$ cat src/rtl/core/bucketed_priority_fifo_queue_defines.svh
// Assertion macros used by the RTL of the bucketed priority queue
`ifndef BUCKETED_PRIORITY_FIFO_QUEUE_DEFINES_SVH
`define BUCKETED_PRIORITY_FIFO_QUEUE_DEFINES_SVH

`ifndef SYNTH

// Check a condition at every clock edge outside reset
`define BPQ_ASSERT_ALWAYS(label, clk, rst, cond, msg) \
   label: assert property (@(posedge clk) disable iff (rst) (cond)) else $error(msg);

// Check that a condition holds in the cycle after a trigger
`define BPQ_ASSERT_NEXT(label, clk, rst, ante, cons, msg) \
   label: assert property (@(posedge clk) disable iff (rst) (ante) |=> (cons)) else $error(msg);

`else

`define BPQ_ASSERT_ALWAYS(label, clk, rst, cond, msg)
`define BPQ_ASSERT_NEXT(label, clk, rst, ante, cons, msg)

`endif

`endif

$ cat src/rtl/core/bpq_pkg.sv
package bpq_pkg;

   // Defaults for the top-level parameters
   localparam int POOL_DEPTH_DEF  = 256;
   localparam int VALUE_WIDTH_DEF = 32;

   // Priority levels are fixed by the 4-bit level fields
   localparam int LEVEL_COUNT = 16;
   localparam int LEVEL_W     = $clog2(LEVEL_COUNT);
   localparam int FUNC_W      = 2;
   localparam int STATUS_W    = 2;

   typedef logic [LEVEL_W-1:0]  level_type;
   typedef logic [FUNC_W-1:0]   func_type;
   typedef logic [STATUS_W-1:0] status_type;

   // Request operations
   localparam func_type FUNC_ENQUEUE = 2'd0;
   localparam func_type FUNC_DEQUEUE = 2'd1;
   localparam func_type FUNC_QUERY   = 2'd2;

   // Response status codes
   localparam status_type STATUS_OK    = 2'd0;
   localparam status_type STATUS_EMPTY = 2'd1;
   localparam status_type STATUS_FULL  = 2'd2;
   localparam status_type STATUS_RANGE = 2'd3;

   // Register map
   localparam int CSR_ADDR_W = 2;
   localparam int CSR_DATA_W = 32;
   localparam logic [CSR_ADDR_W-1:0] CSR_LOWEST_LEVEL = 2'd0;
   localparam level_type LOWEST_LEVEL_RESET = 4'd15;

   // Classified request handed from the front to the back
   typedef struct packed {
      func_type  op;
      logic      range_err;
      level_type level;
   } cmd_type;

   // Lowest set bit of the level mask, zero when none is set
   function automatic level_type first_level(input logic [LEVEL_COUNT-1:0] mask);
      level_type idx;
      idx = '0;
      for (int i = LEVEL_COUNT - 1; i >= 0; i--) begin
         if (mask[i]) begin
            idx = level_type'(i);
         end
      end
      return idx;
   endfunction

endpackage

$ cat src/rtl/core/bpq_if.sv
// Request channel
interface bpq_req_if #(
   parameter int VALUE_WIDTH = bpq_pkg::VALUE_WIDTH_DEF
);
   import bpq_pkg::*;

   logic                   valid;
   logic                   ready;
   func_type               func;
   logic [VALUE_WIDTH-1:0] item_value;
   level_type              item_level;

   modport source (output valid, output func, output item_value, output item_level,
                   input ready);
   modport sink   (input valid, input func, input item_value, input item_level,
                   output ready);
endinterface


$ cat src/rtl/core/bpq_front.sv
module bpq_front #(
   parameter int VALUE_WIDTH = bpq_pkg::VALUE_WIDTH_DEF
) (
   input  logic                   clock,
   input  logic                   reset,
   input  bpq_pkg::level_type     lowest_level,
   bpq_req_if.sink                req_chan,
   output logic                   cmd_valid,
   input  logic                   cmd_ready,
   output bpq_pkg::cmd_type       cmd,
   output logic [VALUE_WIDTH-1:0] cmd_value
);
   import bpq_pkg::*;

   localparam int QDEPTH = 2;
   localparam int QPW    = $clog2(QDEPTH);
   localparam int QFW    = $clog2(QDEPTH + 1);
   localparam logic [QFW-1:0] QFULL = QFW'(QDEPTH);

   cmd_type                cmd_q_ff [QDEPTH];
   logic [VALUE_WIDTH-1:0] val_q_ff [QDEPTH];
   logic [QPW-1:0]         wr_ptr_ff, wr_ptr_in;
   logic [QPW-1:0]         rd_ptr_ff, rd_ptr_in;
   logic [QFW-1:0]         fill_ff, fill_in;
   cmd_type                new_cmd;
   logic                   push, pop;

   // Classify the incoming request
   always_comb begin
      new_cmd = '0;
      new_cmd.level = req_chan.item_level;
      case (req_chan.func)
         FUNC_ENQUEUE: new_cmd.op = FUNC_ENQUEUE;
         FUNC_DEQUEUE: new_cmd.op = FUNC_DEQUEUE;
         default:      new_cmd.op = FUNC_QUERY;
      endcase
      new_cmd.range_err = (new_cmd.op == FUNC_ENQUEUE) && (req_chan.item_level > lowest_level);
   end

   assign req_chan.ready = (fill_ff != QFULL);
   assign push           = req_chan.valid && req_chan.ready;
   assign cmd_valid      = (fill_ff != '0);
   assign pop            = cmd_valid && cmd_ready;
   assign cmd            = cmd_q_ff[rd_ptr_ff];
   assign cmd_value      = val_q_ff[rd_ptr_ff];

   // Advance the queue pointers
   always_comb begin
      wr_ptr_in = push ? wr_ptr_ff + 1'b1 : wr_ptr_ff;
      rd_ptr_in = pop ? rd_ptr_ff + 1'b1 : rd_ptr_ff;
      fill_in   = fill_ff;
      if (push && !pop) begin
         fill_in = fill_ff + 1'b1;
      end else if (pop && !push) begin
         fill_in = fill_ff - 1'b1;
      end
   end

   always_ff @(posedge clock) begin
      if (reset) begin
         wr_ptr_ff <= '0;
         rd_ptr_ff <= '0;
         fill_ff   <= '0;
      end else begin
         wr_ptr_ff <= wr_ptr_in;
         rd_ptr_ff <= rd_ptr_in;
         fill_ff   <= fill_in;
      end
   end

   // Hold the classified request until the back takes it
   always_ff @(posedge clock) begin
      if (push) begin
         cmd_q_ff[wr_ptr_ff] <= new_cmd;
         val_q_ff[wr_ptr_ff] <= req_chan.item_value;
      end
   end

endmodule

$ cat src/flat_wrapper.sv
// flat-port wrapper written by rule: the top's interface ports become plain ports
module bpq_front_flat import bpq_pkg::*;
#(
   parameter int VALUE_WIDTH = bpq_pkg::VALUE_WIDTH_DEF
)
  (clock, reset, lowest_level, cmd_valid, cmd_ready, cmd, cmd_value, req_chan_valid, req_chan_func, req_chan_item_value, req_chan_item_level, req_chan_ready);
  bpq_req_if #(.VALUE_WIDTH(VALUE_WIDTH)) req_chan_i ();
  input  logic clock;
  input  logic reset;
  input  bpq_pkg::level_type lowest_level;
  output logic cmd_valid;
  input  logic cmd_ready;
  output bpq_pkg::cmd_type cmd;
  output logic [VALUE_WIDTH-1:0] cmd_value;
  input wire logic [$bits(req_chan_i.valid)-1:0] req_chan_valid;
  input wire logic [$bits(req_chan_i.func)-1:0] req_chan_func;
  input wire logic [$bits(req_chan_i.item_value)-1:0] req_chan_item_value;
  input wire logic [$bits(req_chan_i.item_level)-1:0] req_chan_item_level;
  output wire logic [$bits(req_chan_i.ready)-1:0] req_chan_ready;
  assign req_chan_i.valid = req_chan_valid;
  assign req_chan_i.func = req_chan_func;
  assign req_chan_i.item_value = req_chan_item_value;
  assign req_chan_i.item_level = req_chan_item_level;
  assign req_chan_ready = req_chan_i.ready;
  bpq_front #(.VALUE_WIDTH(VALUE_WIDTH)) u_core (.clock(clock), .reset(reset), .lowest_level(lowest_level), .req_chan(req_chan_i), .cmd_valid(cmd_valid), .cmd_ready(cmd_ready), .cmd(cmd), .cmd_value(cmd_value));
endmodule
$ cat config.mk
export PLATFORM = sky130hd
export DESIGN_NAME = bpq_front_flat
export DESIGN_NICKNAME = d
export VERILOG_FILES = /design/src/rtl/core/bucketed_priority_fifo_queue_defines.svh /design/src/rtl/core/bpq_pkg.sv /design/src/rtl/core/bpq_if.sv /design/src/rtl/core/bpq_front.sv /design/src/flat_wrapper.sv
export SDC_FILE = /design/constraint.sdc
export NUM_CORES = 1
export LEC_CHECK = 0
export BUFFER_PORTS_ARGS = -buffer_cell sky130_fd_sc_hd__buf_2
export CORE_MARGIN = 2
export CORE_UTILIZATION = 45
export DETAILED_ROUTE_END_ITERATION = 16
export GPL_ROUTABILITY_DRIVEN = 0
export PLACE_DENSITY = 0.73
export SLEW_MARGIN = 20
export SYNTH_ARGS = -nofsm -noshare
export SYNTH_HDL_FRONTEND = slang
export SYNTH_SLANG_ARGS = --single-unit
export TNS_END_PERCENT = 50
$ cat constraint.sdc
create_clock -name clock -period 1.8 [get_ports clock]
set_input_delay 0 -clock clock [delete_from_list [all_inputs] [get_ports clock]]
set_output_delay 0 -clock clock [all_outputs]
set_load 0.01 [all_outputs]
After elaboration in Yosys (flattened, before gate mapping)
Memories as Yosys holds them, arrays and structs flattened. A register that Yosys moved wholly into a read port is not among the register bits.
Index checks and enable logic that the tools add are counted.
{"block": "totals", "input_bits": 46, "ff_bits": 4, "word_cells": 32, "ramBits": 78, "mem_count": 2}
{"block": "op_classes", "eq_ne": 2, "n_mux": 9, "magnitude_cmp": 1, "n_reduce_logical": 11, "add_sub_neg": 4}
{"name": "u_core.val_q_ff", "depth": 2, "word_bits": 32, "rd": 1, "rd_ports_with_merged_regs": 1, "wr": 1, "line_no": "bpq_front.sv:21", "source": "logic [VALUE_WIDTH-1:0] val_q_ff [QDEPTH];"}
{"name": "u_core.cmd_q_ff", "depth": 2, "word_bits": 7, "rd": 1, "rd_ports_with_merged_regs": 1, "wr": 1, "line_no": "bpq_front.sv:20", "source": "cmd_type cmd_q_ff [QDEPTH];"}
{"op": "1-bit two-way mux", "count": 6}
{"op": "1-bit logical AND", "count": 5}
{"op": "4-bit greater-than comparator", "count": 1}
{"op": "2-bit logical NOT", "count": 2}
{"op": "2-bit two-way mux", "count": 2}
{"op": "2-bit one-hot mux with 2 select lines", "count": 1}
{"op": "2-bit nonzero test", "count": 2}
{"op": "1-bit adder (second input constant)", "count": 2}
{"op": "2-bit by 1-bit adder with 2-bit output (second input constant)", "count": 1}
{"op": "2-bit by 1-bit equality test with 1-bit output (second input constant)", "count": 1}
{"op": "1-bit logical NOT", "count": 2}
{"op": "2-bit != test (second input constant)", "count": 1}
{"op": "2-bit by 1-bit subtractor with 2-bit output (second input constant)", "count": 1}

Depth between registers and ports, before layout
{"block": "logic_depth", "depth_word": 6, "ltp_mapped": 6}

Worst setup path before layout
OpenSTA, ideal clock, no wires.
{"block": "synth_path", "path_type": "reg2reg", "from": "register u_core.fill_ff[0]", "to": "memory u_core.cmd_q_ff[1][0] in the netlist's numbering (enable)", "setup_time_ps": 400, "setup_slack_ps": -230, "period_less_slack_ps": 2030, "path_stages_with_launch": 3, "t_required_ps": 1400, "arrival_ps": 1629, "cell_sequence": "dfxtp_1 > nand2b_1 > and3_1"}
{"block": "synth_between", "elab_chain_len": 4}
{"item": "start: declaration", "line_no": "bpq_front.sv:24", "source": "logic [QFW-1:0] fill_ff, fill_in;"}
{"item": "start signal: assignment", "line_no": "bpq_front.sv:67", "source": "fill_ff <= fill_in;"}
{"item": "2-bit != test", "line_no": "bpq_front.sv:40", "source": "assign req_chan.ready = (fill_ff != QFULL);"}
{"item": "net req_chan_ready", "line_no": "flat_wrapper.sv:19", "source": "output wire logic [$bits(req_chan_i.ready)-1:0] req_chan_ready;"}
{"item": "1-bit logical AND", "line_no": "bpq_front.sv:41", "source": "assign push = req_chan.valid && req_chan.ready;"}
{"item": "1-bit two-way mux", "line_no": "bpq_front.sv:73", "source": "if (push) begin"}
{"item": "1-bit two-way mux (implied by the code)", "line_no": "bpq_front.sv:74", "source": "cmd_q_ff[wr_ptr_ff] <= new_cmd;"}
{"item": "end: declaration", "line_no": "bpq_front.sv:20"}
The timed path passes the listed nets, and every way through them passes these cells.

==> impl_results.md <==
* Outcome: finished clean
* Filler cells at 505
* Avg Synthesized Cell Area at 19.6 um^2
* DIE AREA at 7670 um^2
* Maximum clock rate at 0.617 GHz
* FF+latch count, synth at between 80 and 90
* Residual DRC count at 0
* Remaining Overflow, GRT at 0
* I/O pin count at a little under 90
* First-pass GRT wire length at 8.65 mm
* Max Slew Vio Count at 0
* Clk sinks at 83
* PD cells at about 1200 nW/um^2
* Synth warnings at 0
* Yosys top cell area share at 74.6%
* Clk root buf: clkbuf_8
* Comb pwr share at 27.7%
* Slew headroom at 68.3%
* Design Power at 5120 uW
* Drt wl/cell at 14.9 um
* Die height at 87.6 um
* RSZ-0062 raised after global routing: false
* H-Tree Depth at 3
* Number of global-route vias before repair at between 1500 and 2000
* WHS at around 0.11 ns
* Max cap viols at 0
* Vias/cell at 4.76
* Post-synth top area cell: edfxtp_1
* WS Path Type: reg -> out
* Tmin final at 1.62 ns
* CP Data Required Time at 1.80 ns
* Final Cycle Share at about 90%
* DR iter-0 viols at 75
* GRT Total Usage at 15.6%
* Internal power at 3720 uW
* Core Util, Final at 63.8%
* Final nets at 349
* Prevailing post-synth register cell: edfxtp_1
* Max FO, Critical Path at 29
* Startpoint types: register
* Count leader, synth: edfxtp_1
* Endpoints failing hold at 0
* Hold Crit Class: in -> reg
* Antenna Cells at 0
* Peak supply drop at 0.583 mV
* ANT nets after route at 0
* Leak at 0.00167 uW
* Clk slew on worst S/H paths at 0.08 ns
* Mapped Nets at 211
* Synth cell count leaders: 78 x edfxtp_1, 39 x mux2_2, 5 x dfxtp_1, 5 x ha_1, 5 x inv_1
* Design Area, Final at around 4300 um^2
* Worst-margin pin slew at 0.474 ns
* Setup TNS at 0 ns
* Register share of total power at 49.3%
* Largest net degree at the start of global routing at 30
* Antenna violations before repair at 0
* Clock Skews at 0.00833 ns
* Vias at 1822
* Clk_lat worst skew at 0.34 ns
* CP endpoint kind: output port
* Port Buffer Count at 86
* Dpl hpwl at 3.60 mm
* Number of CTS-inserted buffers at 9
* DRT Wirelength at 5.72 mm
* CTS tree: yes
* FP Rows at 30
* Drt pass-1 iters at 4
* Critical path arrival at 1.62 ns
* Final setup viols at 0
* Share of cells above drive strength 1 at 49.5%
* Most area-consuming cells after synthesis: edfxtp_1 75%, mux2_2 14%, dfxtp_1 3.2%
* Clock share of power at 23.0%
* Net Sw Frac at between 20% and 30%
* Sequential-to-total area share from yosys stat at 77.7%
* Post-synth ARST share at 0%
* Placed Instance Area at 3730 um^2
* Post-synth EDFFs at 78
* Layout area overhead at 37.2%
* Die width at 87.6 um
* Post-synth design cell area at approximately 3100 um^2
* Synth cell types at 23
* Sw power at 1400 uW
* Total core area at 6760 um^2
* Initial Util at 46.5%
* Clock Tree Buf Depth at 2
* Synth Instances at 160
[timing repair]
action,4_1_cts,5_1_grt
hold buffers,40,0
gates resized for setup,0,1
endpoints found under the setup margin,0,2
endpoints found under the hold margin,83,0
buffers inserted,0,0
[path summary, 6_finish.rpt]
kind                            slack, ns                endpoint  cells past startpoint              start
worst max register to register       0.20  u_core.val_q_ff[0][16]                      4  u_core.fill_ff[0]
worst max-delay path                 0.18           cmd_value[24]                      3           register
worst min-delay path                 0.11        u_core.rd_ptr_ff                      4          cmd_ready
worst min register to register       0.52        u_core.rd_ptr_ff                      2   u_core.rd_ptr_ff
[layer usage]
layer  vias to the layer above  global-route usage [%]  wire [um]
met2                        54                    27.5       3000
li1                        894                       -          -
met1                       866                    17.7       2360
met3                         8                    4.05        268
met5                         -                       0          0
met4                         0                    7.13         88
[cell type report]
cell class	instances	area, um^2	area share, %
multi-input cells	67	653	15.2
flip-flops and latches	83	2440	56.7
inverters	5	18.8	0.436
clock inverters	4	25.0	0.581
well taps	80	100	2.32
clock buffers	12	155	3.60
repair buffers	132	913	21.2
[power groups by stage]
stage | sequential [uW] | combinational [uW] | clock, uW
finish | 2520 | 1420 | 1180
global route | 2550 | 1550 | 1290
CTS | 2530 | 1440 | 1200
detailed placement | 2570 | 1350 | 0
global placement | 2550 | 1350 | 0
floorplan | 2510 | 863 | 0
[stage by stage]
stage	instances	worst slack, ns
floorplan	160	-0.0883
global placement	327	0.259
detailed placement	327	0.178
CTS	383	0.142
global route	383	0.0575
finish	383	0.180
[state kept, by name, indices dropped and copies added (netlist names), named ones only]
signal,flops
u_core.rd_ptr_ff,1
u_core.cmd_q_ff,14
u_core.val_q_ff,64
u_core.fill_ff,2
u_core.wr_ptr_ff,1
[cells in the final DEF (no fill, tap or decap)]
master / n
buf_2: 86
edfxtp_1: 78
dlygate4sd3_1: 40
mux2_2: 39
clkbuf_8: 11
inv_1: 5
ha_1: 5
dfxtp_1: 4
a21oi_1: 3
xor2_1: 3
nor2_1: 3
buf_12: 3
buf_4: 3
o21ai_0: 2
nor2b_1: 2
clkinv_2: 2
clkinvlp_4: 2
nand2b_1: 1
and2_1: 1
nand3b_1: 1
o211ai_1: 1
and4_1: 1
a2111oi_1: 1
or2_2: 1
and3_2: 1
or3_1: 1
a21bo_2: 1
dfxtp_2: 1
clkbuf_1: 1
[cell families (layout without fill, tap and decap cells)]
logic type | after synthesis | in the layout | share of synthesized area [%]
AO/OA/AOI/OAI | 8 | 8 | 1.63
buffers and inverters | 10 | 153 | 1.55
adder cells (fa/ha/maj) | 5 | 5 | 1.99
XOR/XNOR | 3 | 3 | 0.836
AND/OR/NAND/NOR | 12 | 12 | 2.27
flip-flops | 83 | 83 | 77.7
multiplexers | 39 | 39 | 14.0
[worst max-delay path, cell delays in order, from the launching register on]
cell and delay [ns]:
dfxtp_2 0.51, buf_12 0.23, mux2_2 0.37, buf_2 0.15
Note: power is estimated with default switching activity, not from simulation.
